$ cat config.mk
export PLATFORM = sky130hd
export DESIGN_NAME = tilt_axis_to_controller_value_core
export DESIGN_NICKNAME = d
export VERILOG_FILES = /design/src/rtl/tacv_pkg.sv /design/src/rtl/tacv_cfg.sv /design/src/rtl/tacv_div.sv /design/src/rtl/tacv_dp.sv /design/src/rtl/tacv_ctrl.sv /design/src/rtl/tilt_axis_to_controller_value_core.sv
export SDC_FILE = /design/constraint.sdc
export NUM_CORES = 1
export LEC_CHECK = 0
export ABC_CLOCK_PERIOD_IN_PS = 10400
export CELL_PAD_IN_SITES_DETAIL_PLACEMENT = 0
export CELL_PAD_IN_SITES_GLOBAL_PLACEMENT = 1
export CORE_ASPECT_RATIO = 1.2
export CORE_UTILIZATION = 50
export DETAILED_ROUTE_END_ITERATION = 7
export DONT_BUFFER_PORTS = 1
export GPL_TIMING_DRIVEN = 0
export HOLD_SLACK_MARGIN = 0.03
export PLACE_DENSITY_LB_ADDON = 0.15
export SLEW_MARGIN = 20
export SYNTH_ARGS = -nofsm -noshare
export SYNTH_HDL_FRONTEND = slang
export SYNTH_SLANG_ARGS = --single-unit
export TNS_END_PERCENT = 50
$ cat constraint.sdc
create_clock -name clk -period 10.4 [get_ports clk]
set_input_delay 1.04 -clock clk [delete_from_list [all_inputs] [get_ports clk]]
set_output_delay 1.04 -clock clk [all_outputs]
set_load 0.005 [all_outputs]
$ cat src/rtl/tacv_pkg.sv
`timescale 1ns / 1ps

package tacv_pkg;

	// Register map indexes (byte address is four times the index).
	localparam int unsigned PADDR_W   = 5;
	localparam int unsigned REG_IDX_W = 3;
	localparam logic [REG_IDX_W-1:0] REG_CENTER_POINT      = 3'd0;
	localparam logic [REG_IDX_W-1:0] REG_NEGATIVE_EXTENT   = 3'd1;
	localparam logic [REG_IDX_W-1:0] REG_POSITIVE_EXTENT   = 3'd2;
	localparam logic [REG_IDX_W-1:0] REG_INVERT_DIRECTION  = 3'd3;
	localparam logic [REG_IDX_W-1:0] REG_CENTRE_ZONE_ON    = 3'd4;
	localparam logic [REG_IDX_W-1:0] REG_CENTRE_ZONE_WIDTH = 3'd5;
	localparam logic [REG_IDX_W-1:0] REG_CHANGE_THRESHOLD  = 3'd6;
	localparam logic [REG_IDX_W-1:0] REG_AXIS_ENABLE       = 3'd7;

	// Register reset values.
	localparam logic signed [15:0] CENTER_POINT_RST    = 16'sd0;
	localparam logic signed [15:0] NEGATIVE_EXTENT_RST = -16'sd512;
	localparam logic signed [15:0] POSITIVE_EXTENT_RST = 16'sd512;
	localparam logic [4:0]         ZONE_WIDTH_RST      = 5'd8;
	localparam logic [3:0]         THRESHOLD_RST       = 4'd1;

	// Level arithmetic in unsigned Q7.8.
	localparam int unsigned LEVEL_W     = 15;
	localparam int unsigned VALUE_W     = 7;
	localparam logic [LEVEL_W-1:0] LEVEL_CENTRE = 15'd16384;
	localparam logic [13:0]        LEVEL_SWING  = 14'd16128;
	localparam logic [15:0]        ROUND_HALF   = 16'd128;
	localparam logic signed [23:0] ALPHA_NUM    = 24'sd77;
	localparam logic [13:0]        ZONE_GAIN    = 14'd63;
	localparam logic [5:0]         ZONE_FULL    = 6'd63;
	localparam logic [VALUE_W-1:0] VALUE_CENTRE = 7'd64;
	localparam logic [VALUE_W-1:0] VALUE_MAX    = 7'd127;

	// Shared divider geometry: the quotient is known to stay below 2**QUOT_W.
	localparam int unsigned DIVIDEND_W = 30;
	localparam int unsigned DIVISOR_W  = 16;
	localparam int unsigned QUOT_W     = 14;
	localparam int unsigned STEP_CNT_W = 4;

	typedef struct packed {
		logic signed [15:0] center_point;
		logic signed [15:0] negative_extent;
		logic signed [15:0] positive_extent;
		logic               invert_direction;
		logic               centre_zone_on;
		logic [4:0]         centre_zone_width;
		logic [3:0]         change_threshold;
		logic               axis_enable;
	} cfg_t;

	// State side effects of register writes.
	typedef struct packed {
		logic level_reset;
		logic last_reset;
	} cfg_evt_t;

	typedef enum logic [3:0] {
		S_IDLE,
		S_SCALE,
		S_MUL1,
		S_DSTART1,
		S_DWAIT1,
		S_TARGET,
		S_ALPHA,
		S_UPDATE,
		S_ROUND,
		S_ZONE,
		S_MUL2,
		S_DSTART2,
		S_DWAIT2,
		S_ZFIN,
		S_EMIT
	} state_t;

	typedef struct packed {
		logic load;
		logic scale;
		logic mul;
		logic zone_pass;
		logic div_start;
		logic target;
		logic alpha;
		logic update;
		logic round;
		logic zone;
		logic zfin;
		logic emit;
	} dp_cmd_t;

	typedef struct packed {
		logic sat;
		logic div_busy;
		logic rescale;
		logic emit_needed;
		logic out_free;
	} dp_sts_t;

endpackage

$ cat src/rtl/tacv_cfg.sv
`timescale 1ns / 1ps

module tacv_cfg (
	input  logic                           clk,
	input  logic                           arst_n,
	input  logic                           psel,
	input  logic                           penable,
	input  logic                           pwrite,
	input  logic [tacv_pkg::PADDR_W-1:0]   paddr,
	input  logic [31:0]                    pwdata,
	output logic [31:0]                    prdata,
	output logic                           pready,
	output tacv_pkg::cfg_t                 cfg,
	output tacv_pkg::cfg_evt_t             evt
);
	import tacv_pkg::*;

	cfg_t                 cfg_q;
	logic                 wr_en;
	logic [REG_IDX_W-1:0] idx;

	assign pready = 1'b1;
	assign wr_en  = psel & penable & pwrite;
	assign idx    = paddr[PADDR_W-1:2];
	assign cfg    = cfg_q;

	// Register writes.
	always_ff @(posedge clk or negedge arst_n) begin
		if (!arst_n) begin
			cfg_q.center_point      <= CENTER_POINT_RST;
			cfg_q.negative_extent   <= NEGATIVE_EXTENT_RST;
			cfg_q.positive_extent   <= POSITIVE_EXTENT_RST;
			cfg_q.invert_direction  <= 1'b0;
			cfg_q.centre_zone_on    <= 1'b1;
			cfg_q.centre_zone_width <= ZONE_WIDTH_RST;
			cfg_q.change_threshold  <= THRESHOLD_RST;
			cfg_q.axis_enable       <= 1'b0;
		end else if (wr_en) begin
			unique case (idx)
				REG_CENTER_POINT:      cfg_q.center_point      <= pwdata[15:0];
				REG_NEGATIVE_EXTENT:   cfg_q.negative_extent   <= pwdata[15:0];
				REG_POSITIVE_EXTENT:   cfg_q.positive_extent   <= pwdata[15:0];
				REG_INVERT_DIRECTION:  cfg_q.invert_direction  <= pwdata[0];
				REG_CENTRE_ZONE_ON:    cfg_q.centre_zone_on    <= pwdata[0];
				REG_CENTRE_ZONE_WIDTH: cfg_q.centre_zone_width <= pwdata[4:0];
				REG_CHANGE_THRESHOLD:  cfg_q.change_threshold  <= pwdata[3:0];
				REG_AXIS_ENABLE:       cfg_q.axis_enable       <= pwdata[0];
				default: ;
			endcase
		end
	end

	// Any invert write and an enable write of one restart the smoother.
	always_comb begin
		evt.level_reset = wr_en && ((idx == REG_INVERT_DIRECTION) ||
			((idx == REG_AXIS_ENABLE) && pwdata[0]));
		evt.last_reset  = wr_en && (idx == REG_AXIS_ENABLE) && pwdata[0];
	end

	// Read data mux.
	always_comb begin
		prdata = '0;
		unique case (idx)
			REG_CENTER_POINT:      prdata = {{16{cfg_q.center_point[15]}}, cfg_q.center_point};
			REG_NEGATIVE_EXTENT:
				prdata = {{16{cfg_q.negative_extent[15]}}, cfg_q.negative_extent};
			REG_POSITIVE_EXTENT:
				prdata = {{16{cfg_q.positive_extent[15]}}, cfg_q.positive_extent};
			REG_INVERT_DIRECTION:  prdata = {31'd0, cfg_q.invert_direction};
			REG_CENTRE_ZONE_ON:    prdata = {31'd0, cfg_q.centre_zone_on};
			REG_CENTRE_ZONE_WIDTH: prdata = {27'd0, cfg_q.centre_zone_width};
			REG_CHANGE_THRESHOLD:  prdata = {28'd0, cfg_q.change_threshold};
			REG_AXIS_ENABLE:       prdata = {31'd0, cfg_q.axis_enable};
			default:               prdata = '0;
		endcase
	end

endmodule

$ cat src/rtl/tacv_div.sv
`timescale 1ns / 1ps

module tacv_div (
	input  logic                              clk,
	input  logic                              arst_n,
	input  logic                              start,
	input  logic [tacv_pkg::DIVIDEND_W-1:0]   dividend,
	input  logic [tacv_pkg::DIVISOR_W-1:0]    divisor,
	output logic                              busy,
	output logic [tacv_pkg::QUOT_W-1:0]       quotient
);
	import tacv_pkg::*;

	logic                  busy_q;
	logic [STEP_CNT_W-1:0] cnt_q;
	logic [DIVISOR_W-1:0]  rem_q;
	logic [DIVISOR_W-1:0]  divisor_q;
	logic [QUOT_W-1:0]     dvd_q;
	logic [QUOT_W-1:0]     quot_q;
	logic [DIVISOR_W:0]    trial;
	logic [DIVISOR_W:0]    diff;
	logic                  fits;

	assign busy     = busy_q;
	assign quotient = quot_q;

	// One restoring step per cycle: the remainder always stays below the divisor.
	always_comb begin
		trial = {rem_q, dvd_q[QUOT_W-1]};
		fits  = trial >= {1'b0, divisor_q};
		diff  = trial - {1'b0, divisor_q};
	end

	always_ff @(posedge clk or negedge arst_n) begin
		if (!arst_n) begin
			busy_q <= 1'b0;
			cnt_q  <= '0;
		end else if (start) begin
			busy_q <= 1'b1;
			cnt_q  <= STEP_CNT_W'(QUOT_W);
		end else if (busy_q) begin
			cnt_q  <= cnt_q - 1'b1;
			busy_q <= (cnt_q != STEP_CNT_W'(1));
		end
	end

	always_ff @(posedge clk) begin
		if (start) begin
			rem_q     <= dividend[DIVIDEND_W-1:QUOT_W];
			dvd_q     <= dividend[QUOT_W-1:0];
			divisor_q <= divisor;
		end else if (busy_q) begin
			rem_q  <= fits ? diff[DIVISOR_W-1:0] : trial[DIVISOR_W-1:0];
			dvd_q  <= {dvd_q[QUOT_W-2:0], 1'b0};
			quot_q <= {quot_q[QUOT_W-2:0], fits};
		end
	end

endmodule

$ cat src/rtl/tacv_dp.sv
`timescale 1ns / 1ps

module tacv_dp (
	input  logic                             clk,
	input  logic                             arst_n,
	input  tacv_pkg::cfg_t                   cfg,
	input  tacv_pkg::cfg_evt_t               evt,
	input  tacv_pkg::dp_cmd_t                cmd,
	output tacv_pkg::dp_sts_t                sts,
	input  logic signed [15:0]               raw_sample,
	output logic                             out_valid,
	input  logic                             out_ready,
	output logic [tacv_pkg::VALUE_W-1:0]     controller_value
);
	import tacv_pkg::*;

	// Sample and scaling registers.
	logic signed [15:0]   raw_q;
	logic [15:0]          mag_q;
	logic [15:0]          span_q;
	logic                 neg_q;
	logic                 sat_q;
	logic [DIVIDEND_W-1:0] prod_q;
	logic [LEVEL_W-1:0]   target_q;
	logic signed [23:0]   alpha_q;
	logic [VALUE_W-1:0]   value_q;
	logic [VALUE_W-1:0]   final_q;
	logic [VALUE_W-1:0]   zmag_q;
	logic                 zneg_q;

	// State that lives across samples.
	logic [LEVEL_W-1:0]   smoothed_q;
	logic [VALUE_W-1:0]   last_q;
	logic                 out_valid_q;
	logic [VALUE_W-1:0]   out_value_q;

	// Scaling terms.
	logic signed [16:0]   centred;
	logic signed [16:0]   nspan_raw;
	logic signed [16:0]   pspan_raw;
	logic [15:0]          nspan;
	logic [15:0]          pspan;
	logic [15:0]          mag;
	logic [15:0]          span;

	// Multiplier and divider operands.
	logic [15:0]           mul_a;
	logic [13:0]           mul_b;
	logic [DIVISOR_W-1:0]  div_divisor;
	logic [QUOT_W-1:0]     quotient;
	logic                  div_busy;
	logic [5:0]            zspan;

	// Level update terms.
	logic [13:0]          swing;
	logic                 dir_neg;
	logic signed [16:0]   level_diff;
	logic signed [16:0]   level_sum;
	logic [15:0]          rounded;

	// Zone and emission terms.
	logic signed [7:0]    delta;
	logic signed [7:0]    wid;
	logic                 zone_hi;
	logic                 zone_lo;
	logic signed [7:0]    zone_mag;
	logic [7:0]           zone_out;
	logic [VALUE_W-1:0]   change;

	// Centre the sample and pick the span on its side, floored at one.
	always_comb begin
		centred   = 17'(raw_q) - 17'(cfg.center_point);
		nspan_raw = 17'(cfg.center_point) - 17'(cfg.negative_extent);
		pspan_raw = 17'(cfg.positive_extent) - 17'(cfg.center_point);
		nspan     = (nspan_raw < 17'sd1) ? 16'd1 : nspan_raw[15:0];
		pspan     = (pspan_raw < 17'sd1) ? 16'd1 : pspan_raw[15:0];
		mag       = centred[16] ? 16'(-centred) : centred[15:0];
		span      = centred[16] ? nspan : pspan;
	end

	// Shared multiplier and divider operand selection.
	always_comb begin
		zspan       = 6'(ZONE_FULL - {1'b0, cfg.centre_zone_width});
		mul_a       = cmd.zone_pass ? {9'd0, zmag_q} : mag_q;
		mul_b       = cmd.zone_pass ? ZONE_GAIN : LEVEL_SWING;
		div_divisor = cmd.zone_pass ? {10'd0, zspan} : span_q;
	end

	tacv_div u_div (
		.clk      (clk),
		.arst_n   (arst_n),
		.start    (cmd.div_start),
		.dividend (prod_q),
		.divisor  (div_divisor),
		.busy     (div_busy),
		.quotient (quotient)
	);

	// Target level and smoother step.
	always_comb begin
		swing      = sat_q ? LEVEL_SWING : quotient;
		dir_neg    = neg_q ^ cfg.invert_direction;
		level_diff = signed'({2'b00, target_q}) - signed'({2'b00, smoothed_q});
		level_sum  = signed'({2'b00, smoothed_q}) + 17'(alpha_q[23:8]);
		rounded    = {1'b0, smoothed_q} + ROUND_HALF;
	end

	// Centre zone decision on the rounded value.
	always_comb begin
		delta    = signed'({1'b0, value_q}) - signed'({1'b0, VALUE_CENTRE});
		wid      = signed'({3'b000, cfg.centre_zone_width});
		zone_hi  = delta > wid;
		zone_lo  = delta < -wid;
		zone_mag = zone_hi ? (delta - wid) : (-delta - wid);
		zone_out = zneg_q ? ({1'b0, VALUE_CENTRE} - {1'b0, quotient[VALUE_W-1:0]})
		                  : ({1'b0, VALUE_CENTRE} + {1'b0, quotient[VALUE_W-1:0]});
		change   = (final_q > last_q) ? (final_q - last_q) : (last_q - final_q);
	end

	always_comb begin
		sts.sat         = sat_q;
		sts.div_busy    = div_busy;
		sts.rescale     = cfg.centre_zone_on && (zone_hi || zone_lo);
		sts.emit_needed = (change >= {3'b000, cfg.change_threshold}) ||
			(final_q == VALUE_CENTRE);
		sts.out_free    = !out_valid_q || out_ready;
	end

	// Per-sample working registers.
	always_ff @(posedge clk) begin
		if (cmd.load) begin
			raw_q <= raw_sample;
		end
		if (cmd.scale) begin
			mag_q  <= mag;
			span_q <= span;
			neg_q  <= centred[16];
			sat_q  <= mag >= span;
		end
		if (cmd.mul) begin
			prod_q <= DIVIDEND_W'(mul_a) * DIVIDEND_W'(mul_b);
		end
		if (cmd.target) begin
			target_q <= dir_neg ? (LEVEL_CENTRE - {1'b0, swing})
			                    : (LEVEL_CENTRE + {1'b0, swing});
		end
		if (cmd.alpha) begin
			alpha_q <= 24'(level_diff) * ALPHA_NUM;
		end
		if (cmd.round) begin
			value_q <= (rounded[15:8] > {1'b0, VALUE_MAX}) ? VALUE_MAX : rounded[14:8];
		end
		if (cmd.zone) begin
			final_q <= cfg.centre_zone_on ? VALUE_CENTRE : value_q;
			zmag_q  <= zone_mag[VALUE_W-1:0];
			zneg_q  <= zone_lo;
		end
		if (cmd.zfin) begin
			final_q <= zone_out[VALUE_W-1:0];
		end
	end

	// Smoother level and last emitted value.
	always_ff @(posedge clk or negedge arst_n) begin
		if (!arst_n) begin
			smoothed_q <= LEVEL_CENTRE;
			last_q     <= VALUE_CENTRE;
		end else begin
			if (evt.level_reset) begin
				smoothed_q <= LEVEL_CENTRE;
			end else if (cmd.update) begin
				smoothed_q <= level_sum[LEVEL_W-1:0];
			end
			if (evt.last_reset) begin
				last_q <= VALUE_CENTRE;
			end else if (cmd.emit) begin
				last_q <= final_q;
			end
		end
	end

	// Output register: a finished result waits here for its transfer.
	always_ff @(posedge clk or negedge arst_n) begin
		if (!arst_n) begin
			out_valid_q <= 1'b0;
		end else if (cmd.emit) begin
			out_valid_q <= 1'b1;
		end else if (out_ready) begin
			out_valid_q <= 1'b0;
		end
	end

	always_ff @(posedge clk) begin
		if (cmd.emit) begin
			out_value_q <= final_q;
		end
	end

	assign out_valid        = out_valid_q;
	assign controller_value = out_value_q;

endmodule

$ cat src/rtl/tacv_ctrl.sv
`timescale 1ns / 1ps

module tacv_ctrl (
	input  logic               clk,
	input  logic               arst_n,
	input  logic               in_valid,
	output logic               in_ready,
	input  logic               axis_enable,
	input  tacv_pkg::dp_sts_t  sts,
	output tacv_pkg::dp_cmd_t  cmd
);
	import tacv_pkg::*;

	state_t state_q;
	state_t state_d;

	always_ff @(posedge clk or negedge arst_n) begin
		if (!arst_n) begin
			state_q <= S_IDLE;
		end else begin
			state_q <= state_d;
		end
	end

	// Next state.
	always_comb begin
		state_d = state_q;
		unique case (state_q)
			S_IDLE: begin
				if (in_valid && axis_enable) begin
					state_d = S_SCALE;
				end
			end
			S_SCALE:   state_d = S_MUL1;
			S_MUL1:    state_d = sts.sat ? S_TARGET : S_DSTART1;
			S_DSTART1: state_d = S_DWAIT1;
			S_DWAIT1: begin
				if (!sts.div_busy) begin
					state_d = S_TARGET;
				end
			end
			S_TARGET:  state_d = S_ALPHA;
			S_ALPHA:   state_d = S_UPDATE;
			S_UPDATE:  state_d = S_ROUND;
			S_ROUND:   state_d = S_ZONE;
			S_ZONE:    state_d = sts.rescale ? S_MUL2 : S_EMIT;
			S_MUL2:    state_d = S_DSTART2;
			S_DSTART2: state_d = S_DWAIT2;
			S_DWAIT2: begin
				if (!sts.div_busy) begin
					state_d = S_ZFIN;
				end
			end
			S_ZFIN:    state_d = S_EMIT;
			S_EMIT: begin
				if (!sts.emit_needed || sts.out_free) begin
					state_d = S_IDLE;
				end
			end
			default:   state_d = S_IDLE;
		endcase
	end

	// Datapath commands.
	always_comb begin
		cmd      = '0;
		in_ready = 1'b0;
		unique case (state_q)
			S_IDLE: begin
				in_ready = 1'b1;
				cmd.load = in_valid;
			end
			S_SCALE:   cmd.scale = 1'b1;
			S_MUL1:    cmd.mul = 1'b1;
			S_DSTART1: cmd.div_start = 1'b1;
			S_DWAIT1:  ;
			S_TARGET:  cmd.target = 1'b1;
			S_ALPHA:   cmd.alpha = 1'b1;
			S_UPDATE:  cmd.update = 1'b1;
			S_ROUND:   cmd.round = 1'b1;
			S_ZONE:    cmd.zone = 1'b1;
			S_MUL2: begin
				cmd.mul       = 1'b1;
				cmd.zone_pass = 1'b1;
			end
			S_DSTART2: begin
				cmd.div_start = 1'b1;
				cmd.zone_pass = 1'b1;
			end
			S_DWAIT2:  cmd.zone_pass = 1'b1;
			S_ZFIN:    cmd.zfin = 1'b1;
			S_EMIT:    cmd.emit = sts.emit_needed && sts.out_free;
			default:   ;
		endcase
	end

endmodule

$ cat src/rtl/tilt_axis_to_controller_value_core.sv
`timescale 1ns / 1ps
// The core takes a new sample only once it is done with the previous one. It runs
// the shared 14-step restoring divider for the span scaling unless the sample
// saturates, and once more when the centre zone rescales. Before a result goes out,
// the core waits while the previous result still waits for its transfer. Samples
// taken while the axis is disabled are accepted one per cycle and give no result.
// Reset: asynchronous, active low; registers return to their documented defaults,
// the smoother to 64.0 and the last emitted value to 64.

module tilt_axis_to_controller_value_core (
	input  logic                            clk,
	input  logic                            arst_n,
	input  logic                            psel,
	input  logic                            penable,
	input  logic                            pwrite,
	input  logic [tacv_pkg::PADDR_W-1:0]    paddr,
	input  logic [31:0]                     pwdata,
	output logic [31:0]                     prdata,
	output logic                            pready,
	input  logic                            in_valid,
	output logic                            in_ready,
	input  logic signed [15:0]              raw_sample,
	output logic                            out_valid,
	input  logic                            out_ready,
	output logic [tacv_pkg::VALUE_W-1:0]    controller_value
);
	import tacv_pkg::*;

	cfg_t     cfg;
	cfg_evt_t evt;
	dp_cmd_t  cmd;
	dp_sts_t  sts;

	tacv_cfg u_cfg (
		.clk     (clk),
		.arst_n  (arst_n),
		.psel    (psel),
		.penable (penable),
		.pwrite  (pwrite),
		.paddr   (paddr),
		.pwdata  (pwdata),
		.prdata  (prdata),
		.pready  (pready),
		.cfg     (cfg),
		.evt     (evt)
	);

	tacv_ctrl u_ctrl (
		.clk         (clk),
		.arst_n      (arst_n),
		.in_valid    (in_valid),
		.in_ready    (in_ready),
		.axis_enable (cfg.axis_enable),
		.sts         (sts),
		.cmd         (cmd)
	);

	tacv_dp u_dp (
		.clk              (clk),
		.arst_n           (arst_n),
		.cfg              (cfg),
		.evt              (evt),
		.cmd              (cmd),
		.sts              (sts),
		.raw_sample       (raw_sample),
		.out_valid        (out_valid),
		.out_ready        (out_ready),
		.controller_value (controller_value)
	);

endmodule
Word level (Yosys, flattened, before mapping) --
Index checks and enable logic that the tools add are counted.
Storage, ports and cells: output and inout bits 42, word-level logic and storage cells 180, input bits 60, register bits after elaboration 299
Operators by class: eq/ne operators 27, bitwise gates (word level) 4, $mul 2, $add $sub $neg 21, mux-type cells 51, reduce and logical (&&, ||, !) cells 34, order comparisons 9
Operators with widths (count):
- $pmux 32 s8 | 1
- $mux 16 | 8
- $pmux 4 s15 | 1
- $mux 14 | 4
- $mux 7 | 8
- $sub 16x16->17 | 3
- $mux 15 | 3
- $lt 17x2->1 const B | 2
- $mul 16x14->30 | 1
- $eq 4x4->1 const B | 7
- $mux 4 | 6
- $mul 16x8->23 const B | 1
- $reduce_and 2->1 | 9
- $ge 17x16->1 | 1
- $mux 1 | 17
- $add 15x8->16 const B | 1
- $eq 4x3->1 const B | 4
- $ge 16x16->1 | 1
- $neg 16->16 | 1
- $sub 15x15->16 | 1
- $sub 16x16->16 | 1
- $add 15x14->15 const A | 1
- $add 15x15->15 | 1
- $sub 15x14->15 const A | 1
- other kinds (37) | 64

Logic depth before layout (Yosys ltp) --
depth in word-level cells 8, depth in mapped cells 27, depth with buffers taken out 27

Hierarchy --
A second synthesis with hierarchy kept.
Unflattened totals: cell total of the unflattened synthesis 2571, area total of the unflattened synthesis 26306.5 um2
By module, submodules not included:
- tacv_dp | times used 1, area each 19162.1 um2, seq. area each 4752.1 um2, cells each 1972
- tacv_div | times used 1, area each 3707.3 um2, seq. area each 1926.8 um2, cells each 307
- tacv_cfg | times used 1, area each 3078.0 um2, seq. area each 1515.2 um2, cells each 245
- tacv_ctrl | times used 1, area each 359.1 um2, seq. area each 100.1 um2, cells each 47

Worst setup path after synthesis --
Ideal clock, no wire load.
path kind flip-flop to flip-flop, start register u_ctrl.state_q[1], end register u_dp.prod_q[29] (data pin), path slack 3249 ps, data required time 10141 ps, library setup time 259 ps, data arrival time 6891 ps, clock period less this slack 7151 ps, path buffers 3, cell stages (with the launch flop) 28, cell sequence dfrtp_1 clkbuf_1 mux2i_1 nor2b_1 clkbuf_1 clkbuf_1 nor2_1 ha_1 or2_2 inv_1 fa_1 inv_1 fa_1 fa_1 fa_1 inv_1 fa_1 inv_1 ha_1 a2111oi_0 o211ai_1 a211oi_1 nor3_1 or3_1 and3_1 a2111oi_1 a21oi_1 xnor2_1
Between the ends: cells in the longest elaborated chain, start to end 5, elaborated cells on any way between the ends 8, classes of those cells 1 x mul; 3 x eq/ne; 3 x mux; 1 x reduce/logical
RTL lines:
- from (decl) | RTL line tacv_ctrl.sv:14 | state_t state_q;
- from (signal assigned) | RTL line tacv_ctrl.sv:21 | state_q <= state_d;
- $eq 4x4->1 | RTL line tacv_ctrl.sv:68 | unique case (state_q)
- $reduce_or 3->1 (no source line) *
- $mux 1 * | RTL line tacv_ctrl.sv:68
- $mux 16 or $mux 14 (tied branches) | RTL line tacv_dp.sv:84, tacv_dp.sv:85
- $mul 16x14->30 * | RTL line tacv_dp.sv:141 | prod_q <= DIVIDEND_W'(mul_a) * DIVIDEND_W'(mul_b);
- to (signal assigned) | RTL line tacv_dp.sv:141
- to (decl) | RTL line tacv_dp.sv:23 | logic [DIVIDEND_W-1:0] prod_q;
Every way passes the cells marked *; elsewhere a longest branch is shown, timed or not. A chain may end at the register's enable or synchronous reset.

Worst setup path after layout --
Ends and elaborated chain as after synthesis.

==> results.py <==
metrics = {
    "setup_path": {
        "cp.arrival_ns": 8.75,
        "crit_type": "flop to flop",
        "crit_fanout": 10,
        "critPathLaunch": "u_ctrl.state_q[1]$_DFFE_PN0P_",
        "crit_required_ns": 10.69,
        "start_kind": "flop",
        "r2r.worst_path.cells": 27,
        "endpoint_kind": "flop",
        "regToRegStartpoint": "u_ctrl.state_q[1]$_DFFE_PN0P_",
        "rrSetupSlack_ns": 1.94,
        "rr_endpoint": "u_dp.prod_q[29]$_DFFE_PP_",
    },
    "layout": {
        "layout_common_cells": "inv_1, ha_1, nand2_1",
        "final_layout_size_suffix_gt1_frac": 0.0596,
        "seq_area_sq_um": 8290,
        "syn_to_final_growth_pct": 8.47,
        "nFillCells": 4548,
        "multi_input_area_sq_um": 15900,
        "antenna_cells": 0,
        "layout_commonest_cell": "inv_1",
        "layout.nets": 3252,
    },
    "cts": {
        "cts_hold_buf": 0,
        "cts-resized-gates": 0,
        "clock-root-buffer": "clkbuf_16",
        "path_clk_slew_ns": 0.06,
        "post-cts-setup-buffer-count": 0,
        "cts_made_buffers": 34,
        "cts_tree": "done",
        "cts_htree_levels": 2,
        "cts.sinks": 291,
        "cts_max_path_buffers": 3,
        "clkLatencyLatePin_ns": 0.56,
    },
    "synth": {
        "synth.area.mux_share": 0.0337,
        "syn_area_per_cell_sq_um": 9.76,
        "async_reset_ff_frac": 0.316,
        "synth.distinct_cells": 86,
        "yosysTopAreaCell": "edfxtp_1",
        "synth_edf_count": 199,
        "synth_compound_area_frac": 0.124,
        "yosys-top-cells-area": "edfxtp_1, ha_1, fa_1",
        "synth_ff_type": "edfxtp_1",
        "synth_xor_area_frac": 0.0576,
        "seq_area_frac_synth": 0.323,
        "synthAdderAreaFrac": 0.269,
        "synth_top_area_share": 0.233,
        "synth_simple_gate_area_frac": 0.126,
        "yosysWarnings": 0,
        "syn-cell-area_sq_um": 25700,
        "synth_top_family_by_area": "adder cells",
        "synthCells": 2632,
        "ys_ff_latch": 291,
    },
    "route": {
        "post_drt_wl_per_cell_um": 17.1,
        "drtIter0Drc": 723,
        "drc": 0,
        "vias": 18400,
        "routed_wl_mm": 58.0,
        "vias_per_cell": 5.42,
        "ant_nets": 0,
        "dr.pass1.iters": 5,
    },
    "floorplan": {
        "die_y_um": 250,
        "die_area_sq_um": 52300,
        "num_rows": 90,
        "die_w_um": 209,
        "start_util": 0.509,
        "fp.coreArea_sq_um": 50400,
        "io_pins": 102,
    },
    "sta": {
        "relSlewSlack": 0.299,
        "min_period_ns": 8.46,
        "finClkSkew_ns": 0.0311,
        "setup_violations": 0,
        "fin_crit_sh": 0.813,
        "hold_violations": 0,
        "worstMarginPinSlew_ns": 1.05,
        "fmax_mhz": 118,
        "rsz0062_at_grt": "false",
        "tns_ns": 0,
        "final_max_slew_viol_count": 0,
    },
    "grt": {
        "antenna_found_initial": 2,
        "grt-ovfl-total": 0,
        "grt_use_total": 0.229,
        "grt_start_max_net_pins": 93,
        "grt_pass1_wl_mm": 95.4,
        "grt_pass1_vias": 18800,
    },
    "hold_path": {
        "min_path_type": "primary input to async pin",
    },
    "placed_design": {
        "portBuffers": 0,
        "place_congestion": 0.869,
        "dp_hpwl_mm": 47.3,
    },
    "status": {
        "outcome": "complete, no violations",
    },
    "run": {
        "maxCapViolations": 0,
    },
}
[layout make-up]
class                   instances  share of cell area
clock buffers                  48              0.0350
repair buffers                  6             0.00269
plain buffers                  70              0.0119
multi-input cells            1953               0.570
clock inverters                11             0.00323
well taps                     644              0.0289
inverters                     372              0.0501
flip-flops and latches        291               0.298
[worst max path at each step]
stage | slack (ns) | endpoint | cells past startpoint
finish | 1.94 | u_dp.prod_q[29]$_DFFE_PP_ | 27
global route | 1.48 | u_dp.prod_q[29]$_DFFE_PP_ | 27
CTS | 1.95 | u_dp.prod_q[29]$_DFFE_PP_ | 27
detailed placement | 2.00 | u_dp.prod_q[29]$_DFFE_PP_ | 27
global placement | 1.96 | u_dp.prod_q[29]$_DFFE_PP_ | 27
floorplan | 3.25 | u_dp.prod_q[29]$_DFFE_PP_ | 27
[logic make-up after synthesis]
group | after synthesis
xor gates and xnor gates | 169
muxes | 79
other | 2
DFF | 291
adders and majority gates | 468
and+or+nand+nor | 682
AOI/OAI and AO/OA | 499
buffers and inverters | 442
[state kept, by name, indices dropped and copies added (netlist names), 14 cells and up]
| name | flops |
|---|---|
| u_dp.smoothed_q | 15 |
| u_dp.alpha_q | 15 |
| u_dp.mag_q | 16 |
| u_dp.raw_q | 16 |
| u_dp.prod_q | 30 |
| u_dp.target_q | 15 |
| u_dp.span_q | 16 |
| u_dp.u_div.rem_q | 16 |
| u_dp.u_div.dvd_q | 14 |
| u_cfg.cfg | 60 |
| u_dp.u_div.divisor_q | 16 |
| u_dp.u_div.quotient | 14 |
[critical path, cell delays in order (launching register included)]
cell and delay [ns]:
dfrtp_1 0.40, clkbuf_1 0.35, mux2i_1 0.17, nor2b_1 0.16
clkbuf_1 0.28, clkbuf_1 0.41, nor2_1 0.20, ha_1 0.21
or2_2 0.32, inv_1 0.07, fa_1 0.40, inv_1 0.08
fa_1 0.41, fa_1 0.52, fa_1 0.54, inv_1 0.05
fa_1 0.49, inv_1 0.04, ha_1 0.34, a2111oi_0 0.49
o211ai_1 0.16, a211oi_1 0.45, nor3_1 0.19, or3_1 0.45
and3_1 0.16, a2111oi_1 0.52, a21oi_1 0.16, xnor2_1 0.16
[stage by stage]
step	setup WS [ns]	std cells	cell area, sq um	hold WS (ns)	utilization
6_report	1.94	3395	27900	0.180	0.552
2_1_floorplan	3.25	2686	25900	0.462	-
3_5_place_dp	2.00	3336	26800	0.494	0.531
4_1_cts	1.95	3395	27900	0.145	0.552
5_1_grt	1.48	3395	27900	0.165	0.552
3_3_place_gp	1.96	3330	26700	0.492	0.529
[metal layers]
metal	routed length [um]	up-vias	share of wire	GRT usage
li1	-	9174	-	-
met1	26800	8869	0.46	0.300
met2	27700	295	0.48	0.394
met3	1860	75	0.032	0.0249
met4	1610	0	0.028	0.0748
met5	0	-	0	0
[synthesized netlist by cell type, types with 6 or more instances]
cell type / n
mux2_2: 40
o21ai_0: 118
xor2_1: 64
o21bai_1: 14
o21a_1: 28
edfxtp_1: 199
a211oi_1: 21
o211ai_1: 8
inv_1: 371
and2_1: 38
nand3b_1: 6
a2111oi_0: 9
a21oi_1: 142
o31ai_1: 11
mux2i_1: 37
fa_1: 140
clkbuf_1: 45
and3_1: 19
or3_1: 23
xnor2_1: 105
nand2b_1: 30
dfrtp_1: 79
a21o_1: 50
ha_1: 324
nand2_1: 236
dfstp_2: 13
buf_1: 6
or2_2: 14
nor3_1: 42
nand3_1: 38
nand4_1: 12
nor2b_1: 31
nor4_1: 10
buf_4: 17
a22oi_1: 9
o31a_1: 6
nor2_1: 165
a31oi_1: 20
Power is left out: the tool's default activity adds up to more than one toggle a clock period on the data nets, which glitch-free logic cannot reach.
